<file path="config.mk">
export PLATFORM = sky130hd
export DESIGN_NAME = dtv_front_flat
export DESIGN_NICKNAME = d
export VERILOG_FILES = /design/src/hw/rtl/dtv_pkg.sv /design/src/hw/rtl/dtv_req_if.sv /design/src/hw/rtl/dtv_csr_if.sv /design/src/hw/rtl/dtv_front.sv /design/src/flat_wrapper.sv
export SDC_FILE = /design/constraint.sdc
export NUM_CORES = 1
export LEC_CHECK = 0
export CAP_MARGIN = 40
export CORE_MARGIN = 3
export CORE_UTILIZATION = 50
export CTS_CLUSTER_SIZE = 8
export DETAILED_ROUTE_END_ITERATION = 8
export DONT_BUFFER_PORTS = 1
export PLACE_DENSITY = 0.69
export SYNTH_ARGS = -nofsm -noshare
export SYNTH_HDL_FRONTEND = slang
export SYNTH_SLANG_ARGS = --single-unit
export TNS_END_PERCENT = 10
</file>
<file path="constraint.sdc">
create_clock -name clk -period 7.7 [get_ports clk]
set_input_delay 0.77 -clock clk [delete_from_list [all_inputs] [get_ports clk]]
set_output_delay 0.77 -clock clk [all_outputs]
set_load 0.01 [all_outputs]
</file>
<file path="src/hw/rtl/dtv_pkg.sv">
`timescale 1ns / 1ps
// ----------------------------------------------------------------------------
// dtv_pkg
// Types, codes and fixed-point constants shared by the top-view map block.
// ----------------------------------------------------------------------------
package dtv_pkg;

  localparam int DW          = 26;  // depth in mm, Q12, bounded by max range
  localparam int AQW         = 31;  // Q30 angle and series terms
  localparam int LATW        = 27;  // lateral distance, Q12
  localparam int DIVW        = 27;  // divisor and partial remainder
  localparam int RECIP_SHIFT = 24;

  localparam logic [AQW-1:0] PI3_Q30 = 31'd1124419809;
  localparam logic [AQW-1:0] C3_Q30  = 31'd357913941;
  localparam logic [AQW-1:0] C5_Q30  = 31'd143165577;
  localparam logic [AQW-1:0] C7_Q30  = 31'd57947971;
  localparam logic [AQW-1:0] C9_Q30  = 31'd23482185;
  localparam logic [AQW-1:0] C11_Q30 = 31'd9516827;
  localparam logic [AQW-1:0] ONE_Q30 = 31'd1073741824;

  localparam logic [15:0] SCALE_RST = 16'd4096;
  localparam logic [13:0] MAX_RST   = 14'd4000;
  localparam logic [13:0] MIN_RST   = 14'd200;
  localparam logic [10:0] WIDTH_RST = 11'd640;

  localparam logic [23:0] COLOR_WHITE  = {8'd255, 8'd255, 8'd255};
  localparam logic [23:0] COLOR_ROBOT  = {8'd0, 8'd255, 8'd0};
  localparam logic [23:0] COLOR_CENTRE = {8'd255, 8'd0, 8'd0};
  localparam logic [23:0] COLOR_GRID   = {8'd200, 8'd200, 8'd200};

  typedef enum logic [1:0] {
    KIND_CLEAR  = 2'd0,
    KIND_SAMPLE = 2'd1,
    KIND_READ   = 2'd2,
    KIND_NONE   = 2'd3
  } kind_t;

  typedef enum logic [1:0] {
    REG_SCALE = 2'd0,
    REG_MAX   = 2'd1,
    REG_MIN   = 2'd2,
    REG_WIDTH = 2'd3
  } reg_idx_t;

  typedef enum logic [1:0] {
    OP_CLEAR  = 2'd0,
    OP_SAMPLE = 2'd1,
    OP_READ   = 2'd2
  } op_t;

  typedef struct packed {
    logic [15:0] value_scale;
    logic [13:0] max_range_mm;
    logic [13:0] min_range_mm;
    logic [10:0] frame_cols;
  } cfg_t;

  typedef struct packed {
    op_t           op;
    logic [DW-1:0] depth;
    logic [9:0]    col;
    logic [9:0]    read_x;
    logic [8:0]    read_y;
  } cmd_t;

  typedef struct packed {
    logic done;
    logic keep;
  } geom_stat_t;

  typedef enum logic [3:0] {
    G_IDLE,
    G_DIV_U,
    G_MUL_A,
    G_MUL_A2,
    G_MUL_P,
    G_MUL_T,
    G_MUL_LAT,
    G_DIV_OFF,
    G_DIV_Y,
    G_DIV_C0,
    G_DIV_C2,
    G_DONE
  } geom_state_t;

  typedef enum logic [1:0] {
    B_SWEEP,
    B_IDLE,
    B_SAMPLE,
    B_RESP
  } back_state_t;

  // n is a multiple of d when floor(n * recip / 2^24) * d == n
  function automatic logic is_mult(input logic [9:0] n, input logic [24:0] recip,
                                   input logic [8:0] d);
    logic [34:0] prod;
    logic [9:0]  q;
    logic [18:0] chk;
    prod = 35'(n) * 35'(recip);
    q    = prod[33:24];
    chk  = 19'(q) * 19'(d);
    return chk == 19'(n);
  endfunction

  function automatic logic [AQW-1:0] tan_coef(input logic [2:0] i);
    logic [AQW-1:0] c;
    case (i)
      3'd0:    c = C9_Q30;
      3'd1:    c = C7_Q30;
      3'd2:    c = C5_Q30;
      3'd3:    c = C3_Q30;
      default: c = ONE_Q30;
    endcase
    return c;
  endfunction

endpackage

</file>
<file path="src/hw/rtl/dtv_req_if.sv">
`timescale 1ns / 1ps
// ----------------------------------------------------------------------------
// dtv_req_if
// Request channel: clear, depth sample or map pixel read.
// ----------------------------------------------------------------------------
interface dtv_req_if;
  logic       valid;
  logic       ready;
  logic [1:0] kind;
  logic [9:0] col;
  logic [9:0] row;
  logic [15:0] depth_raw;
  logic [9:0] read_x;
  logic [8:0] read_y;

  modport source (output valid, kind, col, row, depth_raw, read_x, read_y, input ready);
  modport sink   (input valid, kind, col, row, depth_raw, read_x, read_y, output ready);
endinterface

</file>
<file path="src/hw/rtl/dtv_csr_if.sv">
`timescale 1ns / 1ps
// ----------------------------------------------------------------------------
// dtv_csr_if
// Register write channel: register index and write data.
// ----------------------------------------------------------------------------
interface dtv_csr_if;
  logic        valid;
  logic        ready;
  logic [1:0]  index;
  logic [15:0] data;

  modport source (output valid, index, data, input ready);
  modport sink   (input valid, index, data, output ready);
endinterface

</file>
<file path="src/hw/rtl/dtv_front.sv">
`timescale 1ns / 1ps
// ----------------------------------------------------------------------------
// dtv_front
// Holds the registers, accepts requests and turns them into commands.
// ----------------------------------------------------------------------------
module dtv_front #(
  parameter int SAMPLE_STEP = 4
) (
  input  logic          clk,
  input  logic          rst,
  dtv_req_if.sink       req,
  dtv_csr_if.sink       csr,
  input  logic          q_full,
  input  logic          clearing,
  output logic          push,
  output dtv_pkg::cmd_t push_data,
  output dtv_pkg::cfg_t cfg
);

  localparam logic [24:0] STEP_RECIP =
    25'(((1 << dtv_pkg::RECIP_SHIFT) + SAMPLE_STEP - 1) / SAMPLE_STEP);
  localparam logic [8:0] STEP_D = 9'(SAMPLE_STEP);

  logic [31:0] depth_q12;
  logic        step_ok;
  logic        sample_ok;
  logic        accept;

  assign csr.ready = 1'b1;

  always_ff @(posedge clk) begin
    if (rst) begin
      cfg.value_scale  <= dtv_pkg::SCALE_RST;
      cfg.max_range_mm <= dtv_pkg::MAX_RST;
      cfg.min_range_mm <= dtv_pkg::MIN_RST;
      cfg.frame_cols   <= dtv_pkg::WIDTH_RST;
    end else if (csr.valid) begin
      case (dtv_pkg::reg_idx_t'(csr.index))
        dtv_pkg::REG_SCALE: cfg.value_scale  <= csr.data;
        dtv_pkg::REG_MAX:   cfg.max_range_mm <= csr.data[13:0];
        dtv_pkg::REG_MIN:   cfg.min_range_mm <= csr.data[13:0];
        dtv_pkg::REG_WIDTH: cfg.frame_cols   <= csr.data[10:0];
        default: ;
      endcase
    end
  end

  assign depth_q12 = 32'(req.depth_raw) * 32'(cfg.value_scale);
  assign step_ok   = dtv_pkg::is_mult(req.col, STEP_RECIP, STEP_D) &&
                     dtv_pkg::is_mult(req.row, STEP_RECIP, STEP_D);
  assign sample_ok = step_ok && (cfg.frame_cols != 11'd0) &&
                     (11'(req.col) < cfg.frame_cols) &&
                     (cfg.max_range_mm != 14'd0) && (req.depth_raw != 16'd0) &&
                     (depth_q12 <= 32'({cfg.max_range_mm, 12'd0})) &&
                     (depth_q12 >= 32'({cfg.min_range_mm, 12'd0}));

  assign req.ready = !q_full && !clearing;
  assign accept    = req.valid && req.ready;

  always_comb begin
    push_data.depth  = depth_q12[dtv_pkg::DW-1:0];
    push_data.col    = req.col;
    push_data.read_x = req.read_x;
    push_data.read_y = req.read_y;
    push_data.op     = dtv_pkg::OP_CLEAR;
    push             = 1'b0;
    case (dtv_pkg::kind_t'(req.kind))
      dtv_pkg::KIND_CLEAR: begin
        push_data.op = dtv_pkg::OP_CLEAR;
        push         = accept;
      end
      dtv_pkg::KIND_SAMPLE: begin
        push_data.op = dtv_pkg::OP_SAMPLE;
        push         = accept && sample_ok;
      end
      dtv_pkg::KIND_READ: begin
        push_data.op = dtv_pkg::OP_READ;
        push         = accept;
      end
      default: push = 1'b0;
    endcase
  end

endmodule

</file>
<file path="src/flat_wrapper.sv">
// flat-port wrapper written by rule: the top's interface ports become plain ports
module dtv_front_flat 
#(
  parameter int SAMPLE_STEP = 4
)
  (clk, rst, q_full, clearing, push, push_data, cfg, req_valid, req_kind, req_col, req_row, req_depth_raw, req_read_x, req_read_y, req_ready, csr_valid, csr_index, csr_data, csr_ready);
  dtv_req_if req_i ();
  dtv_csr_if csr_i ();
  input  logic clk;
  input  logic rst;
  input  logic q_full;
  input  logic clearing;
  output logic push;
  output dtv_pkg::cmd_t push_data;
  output dtv_pkg::cfg_t cfg;
  input wire logic [$bits(req_i.valid)-1:0] req_valid;
  input wire logic [$bits(req_i.kind)-1:0] req_kind;
  input wire logic [$bits(req_i.col)-1:0] req_col;
  input wire logic [$bits(req_i.row)-1:0] req_row;
  input wire logic [$bits(req_i.depth_raw)-1:0] req_depth_raw;
  input wire logic [$bits(req_i.read_x)-1:0] req_read_x;
  input wire logic [$bits(req_i.read_y)-1:0] req_read_y;
  output wire logic [$bits(req_i.ready)-1:0] req_ready;
  input wire logic [$bits(csr_i.valid)-1:0] csr_valid;
  input wire logic [$bits(csr_i.index)-1:0] csr_index;
  input wire logic [$bits(csr_i.data)-1:0] csr_data;
  output wire logic [$bits(csr_i.ready)-1:0] csr_ready;
  assign req_i.valid = req_valid;
  assign req_i.kind = req_kind;
  assign req_i.col = req_col;
  assign req_i.row = req_row;
  assign req_i.depth_raw = req_depth_raw;
  assign req_i.read_x = req_read_x;
  assign req_i.read_y = req_read_y;
  assign req_ready = req_i.ready;
  assign csr_i.valid = csr_valid;
  assign csr_i.index = csr_index;
  assign csr_i.data = csr_data;
  assign csr_ready = csr_i.ready;
  dtv_front #(.SAMPLE_STEP(SAMPLE_STEP)) u_core (.clk(clk), .rst(rst), .req(req_i), .csr(csr_i), .q_full(q_full), .clearing(clearing), .push(push), .push_data(push_data), .cfg(cfg));
endmodule
</file>
# --- Word-level counts from Yosys, hierarchy flattened ---
# Index checks and enable logic that the tools add are counted.
op_classes:
  addsub: 0
  n_mul: 1
  n_div: 0
  n_lt_le_gt_ge: 3
  eq_ne: 5
  shifts: 0
  mux: 2
  n_bitwise: 0
  reduce_logical: 24
ops:
  columns: ["op", "count"]
  rows:
  - ["greater-or-equal comparator 32 x 26 -> 1 bit", 1]
  - ["less-or-equal comparator 32 x 26 -> 1 bit", 1]
  - ["multiplier 16 x 16 -> 32 bit", 1]
  - ["nonzero test 16 bit", 1]
  - ["nonzero test 14 bit", 1]
  - ["< comparator 10 x 11 -> 1 bit", 1]
  - ["nonzero test 11 bit", 1]
  - ["logical AND 1 bit", 10]
  - ["zero test 2 bit", 4]
  - ["AND reduction 2 bit", 4]
  - ["equality test 2 bit (second input constant)", 3]
  - ["equality test 2 x 1 -> 1 bit (second input constant)", 2]
  - ["case mux 2 bit (2 select lines)", 1]
  - ["zero test 1 bit", 2]
  - ["case mux 1 bit (2 select lines)", 1]
  - ["OR reduction 2 bit", 1]
word_totals:
  ff_bits: 55
  latchBits: 0
  ram_bits: 0
  mem_bits_ro: 0
  output_inout_bits: 115
  wordCells: 39
  memories: 0

# --- Logic depth before layout (Yosys ltp) ---
# Gate-level depths: netlist of run 1.
logic_depth:
  depth_word: 10
  depth_mapped: 32

# --- Worst setup path before layout of run 1 ---
# OpenSTA, ideal clock, no wires.
synth_path:
  path_type: "input-to-output"
  from: "in req_depth_raw[10]"
  to: "out push"
  arrival_time_ns: 7.879
  required_time_ns: 6.930
  slack_ns: -0.949
  cell_stages: 26
  n_path_buf: 2
  path_cell_list: "clkbuf_1 > nand2_1 > fa_1 > fa_1 > fa_1 > fa_1 > inv_1 > fa_1 > fa_1 > ha_1 > clkbuf_1 > nand2_1 > nor3_1 > a41oi_1 > o21bai_1 > a21oi_1 > o21ai_0 > xor2_1 > ha_1 > nand4_1 > nor3_1 > nand4_1 > or4_4 > a2111oi_4 > o2111ai_1 > o31ai_1"
synth_lines:
  columns: ["item", "line_no", "text"]
  rows:
  - ["start: declaration", "flat_wrapper.sv:20", "input wire logic [$bits(req_i.depth_raw)-1:0] req_depth_raw;"]
  - ["end: declaration", "flat_wrapper.sv:13", "output logic push;"]

# --- Worst setup path in the final report of run 1 ---
layout_path:
  from: "reg u_core.cfg[43] (netlist name)"
  to: "out push"
layout_between:
  elab_chain_len: 6
  elab_cells_between_ends: 7
layout_lines:
  columns: ["item", "line_no", "text"]
  rows:
  - ["multiplier 16 x 16 -> 32 bit *", "dtv_front.sv:48", "assign depth_q12 = 32'(req.depth_raw) * 32'(cfg.value_scale);"]
  - ["less-or-equal comparator 32 x 26 -> 1 bit", "dtv_front.sv:54", "(depth_q12 <= 32'({cfg.max_range_mm, 12'd0})) &&"]
  - ["logical AND 1 bit", "dtv_front.sv:53", "(cfg.max_range_mm != 14'd0) && (req.depth_raw != 16'd0) &&"]
  - ["logical AND 1 bit *", "dtv_front.sv:54", null]
  - ["logical AND 1 bit *", "dtv_front.sv:74", "push = accept && sample_ok;"]
  - ["case mux 1 bit (2 select lines) *", "dtv_front.sv:67", "case (dtv_pkg::kind_t'(req.kind))"]
# Mark *: on every way between the ends. The rest lies on a longest branch, timed or not.

==> summary.md, run 1 <==
| Metric | Value |
|---|---|
| Outcome | `finished with violations` |
| Failing checks | `negative setup slack` |
| Max Root-Sink Buffers | `2` |
| H-tree Lvls | `2` |
| Total global-route track usage | `0.257` |
| Flip-flop and latch area | `about 1100 um2` |
| CP Class | `reg -> out` |
| Most frequent cells in the layout | `inv_1 (284), nand2_1 (250), fa_1 (193)` |
| RSZ-0062 raised after global routing | `yes` |
| Minimum clock period | `around 8400 ps` |
| Avg Cell Area, Syn | `8.20 um2` |
| DRC violations left | `0` |
| Post-Syn Nets | `between 1500 and 2000` |
| Crit-path leading delay family | `adder cells` |
| Largest net degree at the start of global routing | `56` |
| Rel. slew slack | `0.535` |
| RePlAce Congestion | `between 0.8 and 0.9` |
| CTS tree | `done` |
| Design Area, Final | `13500 um2` |
| Gr ovfl total | `0` |
| DRT iter0 DRCs | `between 500 and 600` |
| Synth Instances | `1475` |
| CP max stage delay | `~570 ps` |
| Syn. warnings | `0` |
| Crit path DAT | `~7600 ps` |
| Crit-path slowest cell | `fa_1` |
| Hold buffers post-CTS | `0` |
| Root Buffer | `clkbuf_16` |
| Vias in the first global route | `approximately 11000` |
| Overall Power | `approximately 0.0019 W` |
| Mapped Area | `roughly 12000 um2` |
| Fmax | `0.120 GHz` |
| Largest register FFs | `55` |
| Crit end category | `output pin` |
| Pwr/cell area | `139 nW/um2` |
| I/O pin cnt | `just under 200` |
| Post-route setup slack | `-660 ps` |
| Post-DP Area | `between 10000 and 15000 um2` |
| Die area | `~26000 um2` |
| Yosys top cell by area | `fa_1` |
| Final wirelength | `approximately 33000 um` |
| Area of the multi-input gates | `between 9000 and 10000 um2` |
| WP buf/inv | `4` |
| Clk sinks | `55` |
| Top Registers | `u_core.cfg (55)` |
| Most common cell on crit path | `fa_1` |
| Max-slew violation count | `0` |
| Starting density of the core | `0.512` |
| Synthesis-stage register bit count | `55` |
| Pre-CTS WS | `-749 ps` |
| Register with the most flip-flops | `u_core.cfg` |
| Final Non-Filler Cells | `between 1500 and 2000` |
| Initial antenna violation count | `1` |
| Chip Width | `roughly 160 um` |
| Top post-synthesis cells by area | `fa_1 (32%), ha_1 (15%), dfxtp_1 (9.1%)` |
| Lkg Pwr | `roughly 6.6 nW` |
| Worst Hold Class | `reg -> reg` |
| Num rows | `between 50 and 60` |
| Critical Path Source Type | `flop` |
| Number of synthesized flops with an enable pin | `0` |
| Crit Path Max Fanout | `11` |
| Drt first pass iters | `5` |
| # setup viols final | `1` |
| CTS clk-pin slew, worst paths | `~80 ps` |
| Fin crit share | `1.09` |
| Fillers | `between 2000 and 2500` |
| DR WL/cell | `17.7 um` |
| Clk_lat worst skew | `~300 ps` |
| Nets | `approximately 1900` |
| Main synth FF type | `dfxtp_1` |
| DIE HEIGHT | `roughly 160 um` |
| Register area share after synthesis | `0.0911` |
| Least-Margin Pin Slew | `around 700 ps` |
| Core box area | `23600 um2` |
| DRT antenna net count | `0` |
| Crit path required time | `roughly 6900 ps` |
| Yosys cell types | `60` |
| Hold Slack | `approximately 490 ps` |
| Via count | `between 9000 and 10000` |
| DR vias/cell | `around 5.4` |
| Share of cells above drive strength 1 | `0.130` |
| First-pass GRT wire length | `roughly 54000 um` |
| Max IR drop VDD | `between 0.0002 and 0.00025 V` |
| Most common cell after layout, fill and taps aside | `inv_1` |
| Ys async rst share | `0` |
| IO buf count | `0` |
| Max-capacitance violation count | `0` |
| Placed cells | `~1800` |
| Synth-to-layout area growth | `11.9%` |
| Inserted Clock Buffers | `5` |
| Detail Placement HPWL | `27000 um` |
| Final hold violations | `0` |
| Clock Skew | `0 ps` |
| Share of the synthesized area in the top cell type | `0.321` |
| Ant. Diodes | `0` |
==> synthesized netlist by cell type, types with 2 or more instances <==
cell type  instances
o21bai_1           5
nand3b_1           7
ha_1             141
nor4_1            12
nand4_1           13
a21boi_0           2
fa_1             194
xnor2_1           14
a31o_2             2
o211ai_1           5
nor3_1            12
a21o_1            11
mux2i_1            2
a311oi_1           2
a21oi_1           87
a211o_1            8
clkbuf_1          60
or2_2              2
nor2_1            29
o21a_1             6
xor2_1             7
o311ai_0           2
and2_1           132
a211oi_1           5
and3_2             2
nand2_1          251
and3_1             7
nor2b_1            6
o21ai_0           26
dfxtp_1           55
o2111ai_1          4
a31oi_1            5
a2111oi_0          4
nand2b_1           5
inv_1            284
buf_4             31
nand3_1           12
==> what timing repair did <==
| item | 4_1_cts | 5_1_grt |
|---|---|---|
| setup endpoints to repair | 1 | 1 |
| setup buffers | 3 | 2 |
| hold endpoints to repair | 0 | 0 |
| pin swaps | 8 | 3 |
| gates resized for setup | 15 | 13 |
==> worst min-delay path: stages (launching register included) <==
cell and delay, ps:
dfxtp_1 340, nand2_1 60, a21oi_1 50
==> routing by layer <==
metal	routed length, um	GRT usage
met5	7	0
met1	13600	0.337
met3	2760	0.0654
met2	15500	0.430
met4	849	0.0618
==> cells by family (layout without fill, tap and decap cells) <==
group                    Yosys count  after routing  synth area share
buffers and inverters            375            426             0.126
adder cells (fa/ha/maj)          335            335             0.467
AND/OR/NAND/NOR                  502            502             0.203
other                              1              1          0.000310
multiplexers                       3              3           0.00259
XOR/XNOR                          21             21            0.0152
flip-flops                        55             55            0.0911
AO/OA/AOI/OAI                    183            183            0.0949
==> cell type report <==
| class | instances | share of cell area |
|---|---|---|
| clock buffers | 5 | 0.00925 |
| multi-input cells | 1045 | 0.716 |
| well taps | 319 | 0.0295 |
| repair buffers | 134 | 0.0802 |
| clock inverters | 3 | 0.00370 |
| flip-flops and latches | 55 | 0.0824 |
| inverters | 284 | 0.0788 |
==> worst paths after layout <==
path | start | to | slack [ps] | depth (start not counted)
hold reg to reg | u_core.cfg[46] | u_core.cfg[46] | 490 | 2
setup reg to reg | u_core.cfg[39] | u_core.cfg[39] | 6510 | 3
hold / removal | u_core.cfg[46] | u_core.cfg[46] | 490 | 2
setup / recovery | u_core.cfg[43] | push | -660 | 27
==> report_power, final <==
part / switching [W] / internal, W
combinational: 0.000695 / 0.000596
clock: 0.000114 / 0.000157
sequential: 0.0000198 / 0.000294
total: 0.000829 / 0.00105
==> through the flow <==
stage               TNS (ps)  utilization
floorplan               -359            -
global placement        -704        0.557
detailed placement      -749        0.558
CTS                     -659        0.570
global route            -975        0.573
finish                  -660        0.573
Power figures use the tool's default switching activity.
==> run 2: changes to the inputs <==
--- a/config.mk
+++ b/config.mk
@@ -8,10 +8,11 @@
 export CAP_MARGIN = 40
 export CORE_MARGIN = 3
 export CORE_UTILIZATION = 50
+export CTS_BUF_LIST = sky130_fd_sc_hd__clkbuf_4
 export CTS_CLUSTER_SIZE = 8
 export DETAILED_ROUTE_END_ITERATION = 8
 export DONT_BUFFER_PORTS = 1
-export PLACE_DENSITY = 0.69
+export PLACE_DENSITY = 0.66
 export SYNTH_ARGS = -nofsm -noshare
 export SYNTH_HDL_FRONTEND = slang
 export SYNTH_SLANG_ARGS = --single-unit
==> constraint.sdc (replaced) <==
create_clock -name clk -period 10.2 [get_ports clk]
set_input_delay 1.02 -clock clk [delete_from_list [all_inputs] [get_ports clk]]
set_output_delay 1.02 -clock clk [all_outputs]
set_load 0.01 [all_outputs]
==> run 2 against run 1 <==
  * The flow now finishes without violations
  * Design area decreased by 9.0%
  * Critical path depth up 2
  * Register-to-register slack better by 2400 ps
  * First-iteration DRC count increased by 29%
  * Via count decreased by 4.0%
  * Worst hold slack worse by 3.7 ps
  * Clock power fell by 61%
  * Count of clock-buffer cells in the layout stayed put
  * Cell count fell by 5.9%
  * Non-clock buffer count fell by 108
  * Routed wire length is 2.8% lower
==> summary.md, run 2 (synthesis results as in run 1) <==
| Metric | Value |
|---|---|
| Crit end category | `output pin` |
| Most frequent cells in the layout | `inv_1 (284), nand2_1 (251), fa_1 (194)` |
| Pre-CTS WS | `447 ps` |
| Clk_lat worst skew | `about 390 ps` |
| Crit-path leading delay family | `adder cells` |
| Total global-route track usage | `0.251` |
| Core box area | `23600 um2` |
| Root Buffer | `clkbuf_4` |
| Lkg Pwr | `between 6 and 7 nW` |
| Fmax | `a little over 0.1 GHz` |
| Die area | `between 20000 and 30000 um2` |
| Synth-to-layout area growth | `1.84%` |
| Least-Margin Pin Slew | `741 ps` |
| Pwr/cell area | `90.7 nW/um2` |
| DIE HEIGHT | `161 um` |
| CP Class | `reg -> out` |
| Drt first pass iters | `7` |
| Fillers | `around 2300` |
| Fin crit share | `0.955` |
| Starting density of the core | `0.512` |
| Largest register FFs | `55` |
| R2R cell count | `3` |
| Hold buffers post-CTS | `0` |
| DR WL/cell | `roughly 18 um` |
| Critical Path Source Type | `flop` |
| Crit path depth | `29` |
| Inserted Clock Buffers | `5` |
| Max IR drop VDD | `0.000161 V` |
| Max-slew violation count | `0` |
| Post-route setup slack | `463 ps` |
| Nets | `1833` |
| CP max stage delay | `about 540 ps` |
| DRT iter0 DRCs | `approximately 750` |
| Worst hold path stage count | `2` |
| Via count | `approximately 9600` |
| Initial antenna violation count | `0` |
| Num rows | `56` |
| Max-capacitance violation count | `0` |
| # setup viols final | `0` |
| Flip-flop and latch area | `1110 um2` |
| CTS clk-pin slew, worst paths | `170 ps` |
| Worst Hold Class | `reg -> reg` |
| RSZ-0062 raised after global routing | `no` |
| Crit path required time | `~9200 ps` |
| Gr ovfl total | `0` |
| Final hold violations | `0` |
| Minimum clock period | `about 9700 ps` |
| Chip Width | `161 um` |
| DR vias/cell | `about 5.5` |
| RePlAce Congestion | `slightly below 0.9` |
| Most common cell on crit path | `fa_1` |
| WP buf/inv | `7` |
| Setup TNS Final | `0 ps` |
| Final wirelength | `~32000 um` |
| Detail Placement HPWL | `about 26000 um` |
| Share of cells above drive strength 1 | `0.0395` |
| Clk sinks | `55` |
| Crit Path Max Fanout | `9` |
| Worst Setup SP | `u_core.cfg[46]` |
| Most common cell after layout, fill and taps aside | `inv_1` |
| Clock Skew | `0 ps` |
| Min-delay src | `u_core.cfg[47]` |
| Design Area, Final | `12300 um2` |
| R2r setup slk | `between 8000 and 9000 ps` |
| Crit-path slowest cell | `fa_1` |
| Worst R2R Start | `u_core.cfg[52]` |
| Final Util | `0.521` |
| CTS tree | `done` |
| Top Registers | `u_core.cfg (55)` |
| H-tree Lvls | `2` |
| Largest net degree at the start of global routing | `between 50 and 60` |
| Setup bufs post-CTS | `0` |
| Post-DP Area | `roughly 12000 um2` |
| Register with the most flip-flops | `u_core.cfg` |
| DRT antenna net count | `0` |
| Ant. Diodes | `0` |
| DRC violations left | `0` |
| Crit path DAT | `about 8700 ps` |
| Area of the multi-input gates | `9480 um2` |
| Vias in the first global route | `about 9600` |
| Max Root-Sink Buffers | `2` |
| Outcome | `finished clean` |
| I/O pin cnt | `a little under 200` |
| IO buf count | `0` |
| First-pass GRT wire length | `roughly 53000 um` |
| Rel. slew slack | `0.505` |
## run 2: cell count changes in the layout (fill, tap and decap cells not counted), moves of 4 or more
cell / before / now
buf_4: 127 / 26
a21oi_1: 80 / 87
a21oi_2: 6 / 0
buf_12: 6 / 0
ha_1: 135 / 141
clkbuf_16: 5 / 0
clkbuf_4: 0 / 5
ha_4: 5 / 0
o21ai_0: 20 / 25
nor3_1: 8 / 12
nor3_2: 4 / 0
## run 2: metal layers
metal	vias up	track usage	part of all wire
met5	-	0	0
li1	4457	-	-
met3	28	0.0521	0.081
met4	0	0.0379	0.014
met1	4737	0.347	0.43
met2	340	0.417	0.47
## run 2: what timing repair did
item | CTS | global route
endpoints found under the hold margin | 0 | 0
endpoints found under the setup margin | 0 | 1
resized for setup | 0 | 7
## run 2: cell type report
| cell class | count | area share |
|---|---|---|
| multi-input cells | 1045 | 0.770 |
| clock inverters | 3 | 0.00193 |
| inverters | 284 | 0.0866 |
| repair buffers | 26 | 0.0159 |
| well taps | 319 | 0.0324 |
| clock buffers | 5 | 0.00305 |
| flip-flops and latches | 55 | 0.0898 |
## run 2: final timing paths
kind / endpoint
worst max-delay path: push
worst min-delay path: u_core.cfg[47]
worst max register to register: u_core.cfg[52]
worst min register to register: u_core.cfg[47]
## run 2: metrics by stage
step                hold WS [ps]  instances  total power, W
detailed placement           458       1729        0.000996
global route                 544       1737         0.00123
floorplan                    492       1475        0.000819
CTS                          479       1737         0.00111
global placement             448       1727        0.000987
finish                       487       1737         0.00112
## run 2: report_power, final
group | total (W) | leakage, nW | internal (W) | switching, W
Sequential | 0.000242 | 0.450 | 0.000223 | 0.0000184
Clock | 0.000105 | 0.0347 | 0.0000285 | 0.0000767
Combinational | 0.000769 | 5.53 | 0.000296 | 0.000473
## run 2: tightest hold or removal path: stages (launching register included)
cell     delay (ps)
dfxtp_1         360
nand2_1          60
a21oi_1          60
