**src/hw/rtl/dtv_pkg.sv**
```systemverilog
`timescale 1ns / 1ps
// ----------------------------------------------------------------------------
// dtv_pkg
// Types, codes and fixed-point constants shared by the top-view map block.
// ----------------------------------------------------------------------------
package dtv_pkg;

  localparam int DW          = 26;  // depth in mm, Q12, bounded by max range
  localparam int AQW         = 31;  // Q30 angle and series terms
  localparam int LATW        = 27;  // lateral distance, Q12
  localparam int DIVW        = 27;  // divisor and partial remainder
  localparam int RECIP_SHIFT = 24;

  localparam logic [AQW-1:0] PI3_Q30 = 31'd1124419809;
  localparam logic [AQW-1:0] C3_Q30  = 31'd357913941;
  localparam logic [AQW-1:0] C5_Q30  = 31'd143165577;
  localparam logic [AQW-1:0] C7_Q30  = 31'd57947971;
  localparam logic [AQW-1:0] C9_Q30  = 31'd23482185;
  localparam logic [AQW-1:0] C11_Q30 = 31'd9516827;
  localparam logic [AQW-1:0] ONE_Q30 = 31'd1073741824;

  localparam logic [15:0] SCALE_RST = 16'd4096;
  localparam logic [13:0] MAX_RST   = 14'd4000;
  localparam logic [13:0] MIN_RST   = 14'd200;
  localparam logic [10:0] WIDTH_RST = 11'd640;

  localparam logic [23:0] COLOR_WHITE  = {8'd255, 8'd255, 8'd255};
  localparam logic [23:0] COLOR_ROBOT  = {8'd0, 8'd255, 8'd0};
  localparam logic [23:0] COLOR_CENTRE = {8'd255, 8'd0, 8'd0};
  localparam logic [23:0] COLOR_GRID   = {8'd200, 8'd200, 8'd200};

  typedef enum logic [1:0] {
    KIND_CLEAR  = 2'd0,
    KIND_SAMPLE = 2'd1,
    KIND_READ   = 2'd2,
    KIND_NONE   = 2'd3
  } kind_t;

  typedef enum logic [1:0] {
    REG_SCALE = 2'd0,
    REG_MAX   = 2'd1,
    REG_MIN   = 2'd2,
    REG_WIDTH = 2'd3
  } reg_idx_t;

  typedef enum logic [1:0] {
    OP_CLEAR  = 2'd0,
    OP_SAMPLE = 2'd1,
    OP_READ   = 2'd2
  } op_t;

  typedef struct packed {
    logic [15:0] value_scale;
    logic [13:0] max_range_mm;
    logic [13:0] min_range_mm;
    logic [10:0] frame_cols;
  } cfg_t;

  typedef struct packed {
    op_t           op;
    logic [DW-1:0] depth;
    logic [9:0]    col;
    logic [9:0]    read_x;
    logic [8:0]    read_y;
  } cmd_t;

  typedef struct packed {
    logic done;
    logic keep;
  } geom_stat_t;

  typedef enum logic [3:0] {
    G_IDLE,
    G_DIV_U,
    G_MUL_A,
    G_MUL_A2,
    G_MUL_P,
    G_MUL_T,
    G_MUL_LAT,
    G_DIV_OFF,
    G_DIV_Y,
    G_DIV_C0,
    G_DIV_C2,
    G_DONE
  } geom_state_t;

  typedef enum logic [1:0] {
    B_SWEEP,
    B_IDLE,
    B_SAMPLE,
    B_RESP
  } back_state_t;

  // n is a multiple of d when floor(n * recip / 2^24) * d == n
  function automatic logic is_mult(input logic [9:0] n, input logic [24:0] recip,
                                   input logic [8:0] d);
    logic [34:0] prod;
    logic [9:0]  q;
    logic [18:0] chk;
    prod = 35'(n) * 35'(recip);
    q    = prod[33:24];
    chk  = 19'(q) * 19'(d);
    return chk == 19'(n);
  endfunction

  function automatic logic [AQW-1:0] tan_coef(input logic [2:0] i);
    logic [AQW-1:0] c;
    case (i)
      3'd0:    c = C9_Q30;
      3'd1:    c = C7_Q30;
      3'd2:    c = C5_Q30;
      3'd3:    c = C3_Q30;
      default: c = ONE_Q30;
    endcase
    return c;
  endfunction

endpackage

```
**src/hw/rtl/dtv_queue.sv**
```systemverilog
`timescale 1ns / 1ps
// ----------------------------------------------------------------------------
// dtv_queue
// Two-entry command queue between the front and the back.
// ----------------------------------------------------------------------------
module dtv_queue (
  input  logic          clk,
  input  logic          rst,
  input  logic          push,
  input  dtv_pkg::cmd_t push_data,
  output logic          full,
  input  logic          pop,
  output dtv_pkg::cmd_t pop_data,
  output logic          empty
);

  dtv_pkg::cmd_t entries [2];
  logic          wr_ptr;
  logic          rd_ptr;
  logic [1:0]    count;

  assign full     = (count == 2'd2);
  assign empty    = (count == 2'd0);
  assign pop_data = entries[rd_ptr];

  always_ff @(posedge clk) begin
    if (push) begin
      entries[wr_ptr] <= push_data;
    end
  end

  always_ff @(posedge clk) begin
    if (rst) begin
      wr_ptr <= 1'b0;
      rd_ptr <= 1'b0;
      count  <= 2'd0;
    end else begin
      if (push) begin
        wr_ptr <= !wr_ptr;
      end
      if (pop) begin
        rd_ptr <= !rd_ptr;
      end
      count <= count + 2'(push) - 2'(pop);
    end
  end

  a_no_push_full: assert property (@(posedge clk) disable iff (rst) !(push && full))
    else $error("command pushed into a full queue");
  a_no_pop_empty: assert property (@(posedge clk) disable iff (rst) !(pop && empty))
    else $error("command popped from an empty queue");

endmodule

```
**config.mk**
```make
export PLATFORM = sky130hd
export DESIGN_NAME = dtv_queue
export DESIGN_NICKNAME = d
export VERILOG_FILES = /design/src/hw/rtl/dtv_pkg.sv /design/src/hw/rtl/dtv_queue.sv
export SDC_FILE = /design/constraint.sdc
export NUM_CORES = 1
export LEC_CHECK = 0
export BUFFER_PORTS_ARGS = -buffer_cell sky130_fd_sc_hd__buf_4
export CAP_MARGIN = 40
export CORE_MARGIN = 1.5
export CORE_UTILIZATION = 54
export DETAILED_ROUTE_END_ITERATION = 8
export PLACE_DENSITY = 0.89
export SYNTH_ARGS = -nofsm -noshare
export SYNTH_HDL_FRONTEND = slang
export SYNTH_SLANG_ARGS = --single-unit
```
**constraint.sdc**
```tcl
create_clock -name clk -period 9.52 [get_ports clk]
set_input_delay 0.476 -clock clk [delete_from_list [all_inputs] [get_ports clk]]
set_output_delay 0.476 -clock clk [all_outputs]
set_load 0.02 [all_outputs]
```
* Word level (Yosys, flattened, before mapping) *
Memories as Yosys holds them, arrays and structs flattened. A register that Yosys moved wholly into a read port is not among the register bits.
Index checks and enable logic that the tools add are counted.
Widths: inputs -> output; s select.

word-level totals
  output and inout port bits = 59
  flip-flop bits (word level) = 4
  word-level logic and storage cells = 14
  latch bits = 0
  memory bits (writable) = 114
  memories = 1
  ROM bits = 0
  bits of input ports = 61

memory list
  memory   words  bits a word  rd ports  clocked after memory_dff  wr ports  line             RTL
  entries  2      57           1         1                         1         dtv_queue.sv:17  dtv_pkg::cmd_t entries [2];

operators by class
  $add $sub $neg = 2
  muxes and demuxes = 4
  equal/unequal tests = 1
  bitwise logic cells = 0
  shifts and indexed selects = 0
  div/mod/pow operators = 0
  magnitude comparators = 0
  multipliers = 0
  reduce and logical (&&, ||, !) cells = 3

operators with widths
  kind                number
  $mux 1              4
  $add 2x1->2         1
  $eq 2x2->1 const B  1
  $logic_not 1->1     2
  $logic_not 2->1     1
  $sub 2x1->2         1

* Logic depth before layout (Yosys ltp) *
Gate-level depths: netlist of the first run.

  word-level depth = 3
  gate-level depth with buffers = 6
  depth with buffers taken out = 6

* Worst setup path before layout of the first run *
Ideal clock, no wire load.

  path kind = input to register
  start point = input port push
  end point = memory entries[0][0] (netlist bit), enable pin
  library setup time = 0.479 ns
  stages = 1
  path buffers = 0
  required time = 9.041 ns
  path slack = 6.050 ns
  arrival time = 2.991 ns
  path through = nor2b_1

between the ends
  longest elaborated chain between the ends = 2

RTL lines
  element                       line             RTL
  start, declared               dtv_queue.sv:9   input logic push,
  $mux 1                        dtv_queue.sv:27  if (push) begin
  $mux 1 (implied by the code)  dtv_queue.sv:28  entries[wr_ptr] <= push_data;
  end, declared                 dtv_queue.sv:17

Every way passes these cells.

==> results of run 1 <==
[synthesized netlist by cell type]
cell type  instances  area share, %
buf_2              2           0.22
ha_1               2           0.56
mux2_2            27            6.8
inv_1              2           0.17
dfxtp_1            5            2.2
edfxtp_1         114             77
buf_6              4            1.0
xnor3_1            1           0.51
xnor2_1            2           0.39
and2_1             1           0.14
nor2b_1            3           0.42
mux2_4            30             10
nor2_1             5           0.42
[stage by stage]
stage / cells / setup WS, ns / area (sq um)
after floorplan: 198 / 6.05 / 4450
after global placement: 415 / 7.49 / 5440
after detailed placement: 416 / 7.46 / 5460
after CTS: 448 / 7.02 / 6060
after global routing: 448 / 6.97 / 6060
final: 448 / 7.09 / 6060
[area by class of cell]
cell class	count	share of cell area (%)
sequential	119	58.2
tap	102	2.11
multi-input combinational	71	14.4
clock buffer	17	6.83
clock inverter	15	3.05
inverter	2	0.124
timing repair buffer	122	15.3
[cells by family (layout without fill, tap and decap cells)]
family                   Yosys count  count (layout)
XOR/XNOR                           3               3
adder cells (fa/ha/maj)            2               2
buffers and inverters              8             156
flip-flops                       119             119
multiplexers                      57              57
AND/OR/NAND/NOR                    9               9
[worst min-delay path by stage]
| stage | slack (ns) | cells past startpoint | start | end |
|---|---|---|---|---|
| after floorplan | 0.48 | 2 | rd_ptr | flip-flop |
| after CTS | 0.14 | 1 | push_data[12] | entries[1][12] |
| final | 0.17 | 1 | push_data[43] | entries[1][43] |
| after global routing | 0.13 | 1 | push_data[9] | entries[0][9] |
| after global placement | 0.51 | 2 | rd_ptr | rd_ptr |
| after detailed placement | 0.54 | 2 | rd_ptr | flip-flop |
[critical path, stage by stage (launching register included)]
cell and delay (ns):
dfxtp_4 0.65, buf_12 0.28, mux2_2 0.37, buf_4 0.16
[sequential cells by signal, summed over array words and instances, names as in the netlist, named ones only]
name	flops
count	2
entries	114
rd_ptr	1
wr_ptr	1
[power by group through the flow]
stage | registers [W] | clock network, W | logic, W
after CTS | 0.000628 | 0.000642 | 0.000186
after global routing | 0.000630 | 0.000664 | 0.000193
after floorplan | 0.000630 | 0 | 0.000112
after detailed placement | 0.000638 | 0 | 0.000184
after global placement | 0.000640 | 0 | 0.000173
final | 0.000627 | 0.000632 | 0.000183
[cells in the final DEF, fill, tap and decap left out, drive strengths merged]
master    netlist  routed
buf             6     122
edfxtp        114     114
mux2           57      57
clkbuf          0      17
clkinv          0       7
nor2            5       5
dfxtp           5       5
clkinvlp        0       4
bufinv          0       4
nor2b           3       3
inv             2       2
xnor2           2       2
ha              2       2
and2            1       1
xnor3           1       1
[per-layer routing]
metal | GRT usage (%) | vias up
li1 | - | 1046
met1 | 18.5 | 1079
met2 | 33.5 | 81
met3 | 8.17 | 10
met4 | 6.47 | 0
met5 | 0 | -
==> summary.txt, run 1 <==
Final layout
  – Sequential cell area: roughly 3500 sq um
  – Util after Layout: 77.2%
  – Number of fill cells: approximately 460
  – Multi-input gate area: roughly 870 sq um
  – Nets: between 300 and 400
  – Area growth from synthesis to layout: 36.2%
  – Inserted Diodes: 0
  – Share of layout cells above drive strength 1: between 60 and 70%

GRT
  – First-pass GRT wire length: 11,500 microns
  – Initial antenna violation count: 0
  – Vias in the first global route: 2,373
  – Total GRT Usage: between 10% and 20%
  – GRT overflow: 0
  – Largest net degree at the start of global routing: 41

Worst setup path
  – Worst r2r path cells: 2
  – Worst setup path endpoint: pop_data[20]
  – Worst Path Required: ~9 ns
  – Worst flop-to-flop path endpoint: entries[1][16]
  – Data arrival, critical path: 1.95 ns
  – Critical Path End Type: primary output
  – Crit path max fanout: 29
  – Critical Path Start Type: flip-flop
  – Reg2reg setup slack: just under 8 ns
  – WS Path Type: reg2out
  – Worst r2r src: wr_ptr

Power and ir drop
  – Switching share of power: 21.8%
  – P_leak: about 2.4 nW
  – Clock share of power: between 40 and 50%
  – Int Pwr: between 0.001 and 0.0015 W
  – Net switching power: 0.000315 W
  – Comb power frac: about 13%
  – Power density cells: about 240 nW/um^2
  – Sequential power share: 43.5%
  – Maximum vdd ir drop: 0.175 mV
  – Power, Total: around 0.0014 W

Yosys
  – Post-Synth XOR/XNOR Area: 0.900%
  – Adder-cell share of the synthesized area: less than 1%
  – Multiplexer share of the synthesized area: 17.0%
  – Largest family of logic cells by synthesized area: multiplexers
  – Sequential area share after synthesis: roughly four fifths
  – Syn Area/Cell: 22.5 sq um
  – #FFs+latches synth: between 100 and 150
  – Unique masters post-synth: 13
  – Syn nets: approximately 260
  – Yosys Warn Count: 0
  – Mapped Cells: 198
  – Post-Synth Simple-Gate Area: 0.984%
  – Post-synthesis cell area: 4450 sq um
  – Synth Area in Compound Gates: 0%

Floorplan
  – I/O pins: 120
  – Initial core utilization: roughly 57%
  – Die area: ~8800 sq um
  – Die span in y: roughly 94 microns
  – Die X: ~94 microns
  – Rows: 32
  – Core area: roughly 7800 sq um

STA
  – Worst-Margin Slew: between 0.5 and 0.6 ns
  – Hold Slack: 0.166 ns
  – RSZ-0062 raised after global routing: no
  – Setup total negative slack: 0 ns
  – Relative slew slack: between 60% and 70%
  – Clock Skew: 0.00497 ns
  – Fmax: 412 MHz
  – Slew Viols, Final: 0
  – Min Tclk post-route: between 2 and 2.5 ns
  – Final period util: 25.5%
  – Final setup vio count: 0
  – Final Hold Violating Endpoints: 0

Route
  – Avg Vias per Cell: ~5
  – TritonRoute pass-1 iters: 4
  – Met3 WL: about 500 microns
  – DRC Markers: 0
  – Vias: 2,216
  – Avg WL per Cell: 17.0 microns
  – ANT nets after route: 0
  – WL met1: 2780 microns
  – Post-Route WL: around 7600 microns
  – DR iter-0 viols: 76
  – DR top layer: met4
  – Met2 WL post-DR: roughly 4300 microns

Clock tree
  – PostCTS Resize Cnt: 0
  – Cell chosen for the clock root: clkbuf_8
  – Clk_lat worst skew: 0.49 ns
  – TritonCTS buffer count: 17
  – CTS tree: done
  – Clock sinks: about 120
  – Clk slew on worst S/H paths: approximately 0.06 ns
  – Number of H-tree levels: 4
  – CTS max path bufs: 2
  – Post-CTS setup buffer count: 0
  – Hold buffer count at cts: 0

Hold path
  – Tightest Hold Check Type: in2reg

Flow run
  – Max Cap Viol: 0

Placement
  – DP Wirelength: between 4000 and 5000 microns
  – Gpl congestion: between 0.6 and 0.7
  – Port Buf Inserts: 119

Status
  – Outcome: complete, no violations
No activity file was read; power rests on OpenSTA's default activity.
==> run 2: changes to the inputs <==
--- a/config.mk
+++ b/config.mk
@@ -8,9 +8,9 @@
 export BUFFER_PORTS_ARGS = -buffer_cell sky130_fd_sc_hd__buf_4
 export CAP_MARGIN = 40
 export CORE_MARGIN = 1.5
-export CORE_UTILIZATION = 54
+export CORE_UTILIZATION = 47
 export DETAILED_ROUTE_END_ITERATION = 8
-export PLACE_DENSITY = 0.89
+export PLACE_DENSITY = 0.82
 export SYNTH_ARGS = -nofsm -noshare
 export SYNTH_HDL_FRONTEND = slang
 export SYNTH_SLANG_ARGS = --single-unit
==> constraint.sdc (replaced) <==
create_clock -name clk -period 1.9 [get_ports clk]
set_input_delay 0.095 -clock clk [delete_from_list [all_inputs] [get_ports clk]]
set_output_delay 0.095 -clock clk [all_outputs]
set_load 0.02 [all_outputs]
==> run 2 against run 1 <==
Compared with the run above: global-route usage shrank 0.23 points; critical endpoint is now pop_data[17]; non-clock buffer count grew 63; largest power group is now sequential cells; via count grew 12%; cell area grew 9.6%.
==> summary.txt, run 2 (synthesis results as in run 1) <==
Floorplan
  – Die X: 100 microns (+7.0%)
  – Die area: 10,100 sq um (+14%)
  – I/O pins: 120 (unchanged)
  – Rows: 35 (+9.4%)
  – Die span in y: 100 microns (+7.0%)
  – Initial core utilization: 48.4% (-8.3 points)
  – Core area: 9200 sq um (+17%)

Route
  – TritonRoute pass-1 iters: 3 (-1)
  – Vias: 2,491 (+12%)
  – DRC Markers: 0 (unchanged)
  – ANT nets after route: 0 (unchanged)
  – Avg WL per Cell: 16.8 microns (-1.6%)
  – Post-Route WL: 8690 microns (+14%)
  – DR iter-0 viols: 85 (+12%)
  – Avg Vias per Cell: 4.81 (-2.8%)

STA
  – Setup total negative slack: 0 ns (unchanged)
  – Clock Skew: 0.0111 ns (+0.00618 ns)
  – Relative slew slack: 79.0% (+15 points)
  – Final period util: between 80% and 90%
  – Min Tclk post-route: 1.71 ns
  – Final Hold Violating Endpoints: 0 (unchanged)
  – RSZ-0062 raised after global routing: no
  – Worst-Margin Slew: 0.315 ns (-0.218 ns)
  – Slew Viols, Final: 0 (unchanged)
  – Final setup vio count: 0 (unchanged)
  – Fmax: 585 MHz

Clock tree
  – TritonCTS buffer count: 17 (unchanged)
  – CTS tree: done
  – Clk_lat worst skew: 0.49 ns (about the same)
  – Clock sinks: 119 (unchanged)
  – CTS max path bufs: 2 (unchanged)
  – PostCTS Resize Cnt: 0 (unchanged)
  – Number of H-tree levels: 4 (unchanged)
  – Clk slew on worst S/H paths: 0.06 ns (about the same)
  – Cell chosen for the clock root: clkbuf_8

Power and ir drop
  – P_leak: 2.62 nW (+10%)
  – Net switching power: 0.00158 W (+400%)
  – Power, Total: 0.00691 W (+380%)
  – Sequential power share: 45.1% (+1.6 points)
  – Int Pwr: 0.00533 W (+370%)
  – Power density cells: 1040 nW/um^2 (+340%)
  – Clock share of power: 39.4% (-4.4 points)
  – Maximum vdd ir drop: 0.639 mV (+270%)
  – Comb power frac: 15.5% (+2.8 points)
  – Switching share of power: 22.8% (+0.99 points)

GRT
  – Vias in the first global route: 2,769 (+17%)
  – Largest net degree at the start of global routing: 56 (+37%)
  – Total GRT Usage: 18.2% (-0.23 points)
  – GRT overflow: 0 (unchanged)
  – First-pass GRT wire length: 13,400 microns (+16%)
  – Initial antenna violation count: 0 (unchanged)

Worst setup path
  – WS Path Type: reg2out
  – CP bufs+invs: 2 (unchanged)
  – Critical-path top delay cell: dfxtp_4
  – Reg2reg setup slack: 0.49 ns (-7.20 ns)
  – Delay-heaviest family, CP: flip-flops
  – Worst r2r path cells: 6 (+4)
  – Worst Path Required: 1.80 ns (-7.24 ns)
  – Data arrival, critical path: 1.61 ns (-0.34 ns)
  – Critical Path Start Type: flip-flop
  – Worst r2r src: count[0]
  – Worst flop-to-flop path endpoint: count[1]
  – CP peak stage delay: 0.39 ns (-0.26 ns)
  – CP cell instances: buf_12 > mux2_2 > buf_4
  – Critical Path End Type: primary output
  – WP depth: 3 (unchanged)
  – Crit path max fanout: 21 (-28%)

Final layout
  – Commonest cells after routing, fill and taps aside: buf_4 (121), edfxtp_1 (114), dlygate4sd3_1 (60)
  – Nets: 459 (+16%)
  – Max reg flops: 114 (unchanged)
  – Commonest non-fill, non-tap cell in the layout: buf_4
  – Top Registers: entries: 114 flops, count: 2 flops
  – Inserted Diodes: 0 (unchanged)
  – Share of layout cells above drive strength 1: 51.8% (-9.1 points)
  – Area growth from synthesis to layout: 49.3%
  – Post-layout instance area: 6640 sq um (+9.6%)
  – Finished Layout Cells: 518 (+16%)
  – Top reg by flops: entries
  – Number of fill cells: 576 (+26%)

Hold path
  – Hold path cells: 2 (+1)
  – Worst hold endpoint: entries[1][6]
  – Hold Startpoint: push_data[6]
  – Tightest Hold Check Type: in2reg

Placement
  – Gpl congestion: 0.678 (-2.3%)
  – Placed cell count: 426 (+2.4%)
  – Placed Area: 5520 sq um (+1.0%)
  – DP Wirelength: 4980 microns (+1.8%)
  – Port Buf Inserts: 119 (unchanged)

Flow run
  – Max Cap Viol: 0 (unchanged)

Status
  – Outcome: complete, no violations
## run 2: changes by cell type in the layout (fill, tap and decap cells not counted)
cell and delta:
clkinv_2 +2, buf_12 +3, clkinvlp_4 -2, dlygate4sd3_1 +60, clkbuf_1 +2, clkinv_1 -1, bufinv_16 -3
## run 2: metrics by stage
stage          worst slack [ns]  utilization, %  hold WS (ns)
4_1_cts                   0.164            72.2         0.306
3_5_place_dp              0.472            60.0         0.283
6_report                  0.190            72.2         0.322
5_1_grt                   0.119            72.2         0.307
3_3_place_gp              0.507            60.0         0.280
2_1_floorplan             0.287               -         0.167
## run 2: per-layer routing
layer	GRT usage (%)	share of wire, %	vias up
met4	5.96	0.77	0
met2	33.5	56	78
li1	-	-	1172
met1	19.8	38	1233
met3	5.92	4.9	8
met5	0	0	-
## run 2: worst max-delay path by stage
| stage | startpoint | to | slack [ns] |
|---|---|---|---|
| final | flip-flop | pop_data[17] | 0.19 |
| after global routing | flip-flop | pop_data[17] | 0.12 |
| after CTS | flip-flop | pop_data[13] | 0.16 |
| after detailed placement | flip-flop | pop_data[10] | 0.47 |
| after global placement | flip-flop | pop_data[9] | 0.51 |
| after floorplan | wr_ptr | entries[0][0] | 0.29 |
## run 2: timing repair
action / in CTS / in global routing
hold endpoints to repair: 119 / 0
buffers inserted: 2 / 0
hold buffers: 60 / 0
setup endpoints to repair: 29 / 0
## run 2: worst register-to-register path, delay by kind of cell (launching register included)
kind | cells | cell delay (ns)
xor gates and xnor gates | 1 | 0.37
adders and majority gates | 2 | 0.41
buffers and inverters | 2 | 0.12
DFF | 1 | 0.35
and+or+nand+nor | 1 | 0.08
## run 2: area by class of cell
class | instances | area, sq um | share of cell area [%]
Clock buffer | 19 | 422 | 6.35
Clock inverter | 11 | 86.3 | 1.30
Inverter | 2 | 7.51 | 0.113
Multi-Input combinational cell | 71 | 872 | 13.1
Sequential cell | 119 | 3530 | 53.1
Tap cell | 111 | 139 | 2.09
Timing Repair Buffer | 185 | 1590 | 23.9
## run 2: power groups by stage
stage | clock (W) | sequential [W] | combinational (W)
floorplan | 0 | 0.00315 | 0.000565
global placement | 0 | 0.00317 | 0.000934
detailed placement | 0 | 0.00319 | 0.000954
CTS | 0.00276 | 0.00312 | 0.00108
global route | 0.00290 | 0.00313 | 0.00114
finish | 0.00272 | 0.00312 | 0.00107
==> run 3: changes to the inputs <==
--- a/config.mk
+++ b/config.mk
@@ -8,9 +8,9 @@
 export BUFFER_PORTS_ARGS = -buffer_cell sky130_fd_sc_hd__buf_4
 export CAP_MARGIN = 40
 export CORE_MARGIN = 1.5
-export CORE_UTILIZATION = 47
+export CORE_UTILIZATION = 30
 export DETAILED_ROUTE_END_ITERATION = 8
-export PLACE_DENSITY = 0.82
+export PLACE_DENSITY = 0.59
 export SYNTH_ARGS = -nofsm -noshare
 export SYNTH_HDL_FRONTEND = slang
 export SYNTH_SLANG_ARGS = --single-unit
==> run 3 against run 2 <==
Compared with the run above: non-clock buffer count is 1 lower; global-route usage fell by 6.9 points; count of clock-buffer cells in the layout up 2; core utilization fell by 26 points; final cell count increased by 14%; via count shrank 0.28%; combinational power about the same; setup slack got worse by 0.077 ns; maximum frequency decreased by 4.3%; sequential power about the same; critical path depth unchanged; sequential cell count unchanged; critical endpoint is now pop_data[8].
==> summary.txt, run 3 (synthesis results as in run 1) <==
STA
  – Relative slew slack: 70.0% (-9.0 points)
  – Fmax: 560 MHz (-4.3%)
  – Final period util: 94.0% (+4.0 points)
  – Min Tclk post-route: 1.79 ns (+0.0768 ns)
  – Clock Skew: 0.00539 ns (-0.00575 ns)
  – Slack of the critical path: 0.113 ns (-0.0768 ns)
  – Setup total negative slack: 0 ns (unchanged)
  – Worst-Margin Slew: 0.451 ns (+0.135 ns)
  – RSZ-0062 raised after global routing: no
  – Slew Viols, Final: 0 (unchanged)
  – Final setup vio count: 0 (unchanged)
  – Final Hold Violating Endpoints: 0 (unchanged)
  – Hold Slack: 0.418 ns (+0.0962 ns)

Hold path
  – Tightest Hold Check Type: in2reg
  – Hold Startpoint: push_data[4]

Final layout
  – Share of layout cells above drive strength 1: 51.5% (-0.37 points)
  – Inserted Diodes: 0 (unchanged)
  – Nets: 458 (-0.22%)
  – Number of fill cells: 1,286 (+120%)
  – Top Registers: entries: 114 flops, count: 2 flops
  – Commonest cells after routing, fill and taps aside: buf_4 (123), edfxtp_1 (114), dlygate4sd3_1 (60)
  – Commonest non-fill, non-tap cell in the layout: buf_4
  – Util after Layout: 46.3% (-26 points)
  – Area growth from synthesis to layout: 51.2%
  – Top reg by flops: entries
  – Max reg flops: 114 (unchanged)

Floorplan
  – Core area: 14,500 sq um (+58%)
  – Die span in y: 125 microns (+24%)
  – Initial core utilization: 30.6% (-18 points)
  – Die area: 15,600 sq um (+55%)
  – I/O pins: 120 (unchanged)
  – Die X: 125 microns (+24%)
  – Rows: 44 (+26%)

Worst setup path
  – Worst r2r src: count[0]
  – Reg2reg setup slack: 0.52 ns (+0.03 ns)
  – CP bufs+invs: 2 (unchanged)
  – WS Path Type: reg2out
  – CP peak stage delay: 0.39 ns (about the same)
  – Worst Path Required: 1.80 ns (about the same)
  – Crit path max fanout: 57 (+170%)
  – Delay-heaviest family, CP: buffers and inverters
  – CP cell instances: buf_12 > mux2_2 > buf_4
  – Data arrival, critical path: 1.69 ns (+0.08 ns)
  – Critical-path top delay cell: mux2_2
  – Critical Path End Type: primary output
  – Critical Path Start Type: flip-flop

Power and ir drop
  – Power, Total: 0.00710 W (+2.7%)
  – Switching share of power: 22.1% (-0.68 points)
  – Comb power frac: 14.8% (-0.7 points)
  – Sequential power share: 43.8% (-1.3 points)
  – Power density cells: 1060 nW/um^2 (+1.4%)
  – Maximum vdd ir drop: 0.601 mV (-6.0%)
  – P_leak: 2.62 nW (about the same)
  – Int Pwr: 0.00553 W (+3.6%)
  – Net switching power: 0.00157 W (-0.31%)
  – Clock share of power: 41.4% (+2.0 points)

Clock tree
  – Clock sinks: 119 (unchanged)
  – CTS tree: done
  – TritonCTS buffer count: 17 (unchanged)
  – Clk_lat worst skew: 0.40 ns (-0.09 ns)
  – Post-CTS setup buffer count: 0 (-2)
  – Clk slew on worst S/H paths: 0.05 ns (about the same)
  – Number of H-tree levels: 4 (unchanged)
  – CTS max path bufs: 2 (unchanged)
  – Cell chosen for the clock root: clkbuf_16

Route
  – Avg WL per Cell: 13.8 microns (-17%)
  – Post-Route WL: 8190 microns (-5.7%)
  – Avg Vias per Cell: 4.20 (-13%)
  – ANT nets after route: 0 (unchanged)
  – DR iter-0 viols: 91 (+7.1%)
  – TritonRoute pass-1 iters: 3 (unchanged)
  – Vias: 2,484 (-0.28%)
  – DRC Markers: 0 (unchanged)

GRT
  – GRT overflow: 0 (unchanged)
  – Largest net degree at the start of global routing: 58 (+3.6%)
  – Initial antenna violation count: 0 (unchanged)
  – Total GRT Usage: 11.3% (-6.9 points)
  – Vias in the first global route: 2,614 (-5.6%)
  – First-pass GRT wire length: 13,100 microns (-1.8%)

Placement
  – Port Buf Inserts: 119 (unchanged)
  – Gpl congestion: 0.666 (-1.8%)
  – DP Wirelength: 4950 microns (-0.56%)
  – DP Worst Slack: 0.520 ns (+0.0482 ns)

Flow run
  – Max Cap Viol: 0 (unchanged)

Status
  – Outcome: complete, no violations
run 3: changes by cell type in the layout (fill, tap and decap cells not counted):
| cell | previous run | this run |
|---|---|---|
| clkbuf_8 | 1 | 0 |
| buf_12 | 4 | 1 |
| clkbuf_16 | 16 | 17 |
| buf_4 | 121 | 123 |
| bufinv_16 | 1 | 2 |
| clkinv_4 | 1 | 0 |
| clkbuf_1 | 2 | 4 |
run 3: power groups by stage:
stage / Clock [W] / Sequential [W] / Combinational (W)
2_1_floorplan: 0 / 0.00315 / 0.000565
3_3_place_gp: 0 / 0.00315 / 0.000953
3_5_place_dp: 0 / 0.00316 / 0.000965
4_1_cts: 0.00303 / 0.00311 / 0.00107
5_1_grt: 0.00314 / 0.00312 / 0.00112
6_report: 0.00294 / 0.00311 / 0.00105
run 3: final cells by class:
cell class	instances	area [sq um]	area share (%)
repair buffers	184	1540	22.9
multi-input cells	71	872	13.0
inverters	2	7.51	0.112
clock inverters	11	108	1.60
well taps	184	230	3.42
clock buffers	21	440	6.55
flip-flops and latches	119	3530	52.4
run 3: stage by stage:
step	area, sq um	std cells
CTS	6730	592
detailed placement	5580	500
floorplan	4460	198
global route	6730	592
finish	6730	592
global placement	5580	500
run 3: path summary, 6_finish.rpt:
| kind | cells after the start | endpoint |
|---|---|---|
| worst max-delay path | 3 | pop_data[8] |
| worst min-delay path | 2 | entries[0][4] |
| worst max register to register | 6 | count[1] |
| worst min register to register | 2 | flip-flop |
run 3: repair_timing:
item,CTS,global route
hold buffers,60,0
hold endpoints to repair,119,0
gates resized for setup,0,0
run 3: per-layer routing:
layer	global-route usage (%)	up-vias	part of all wire (%)
met5	0	-	0
met4	6.63	0	2.5
met3	4.17	16	5.0
met2	18.5	75	51
met1	12.5	1215	41
li1	-	1178	-
run 3: worst register-to-register path, stage by stage (launching register included):
cell and delay (ns):
dfxtp_1 0.35, inv_1 0.06, ha_1 0.27, inv_1 0.06
ha_1 0.13, xnor3_1 0.37, nor2_1 0.09
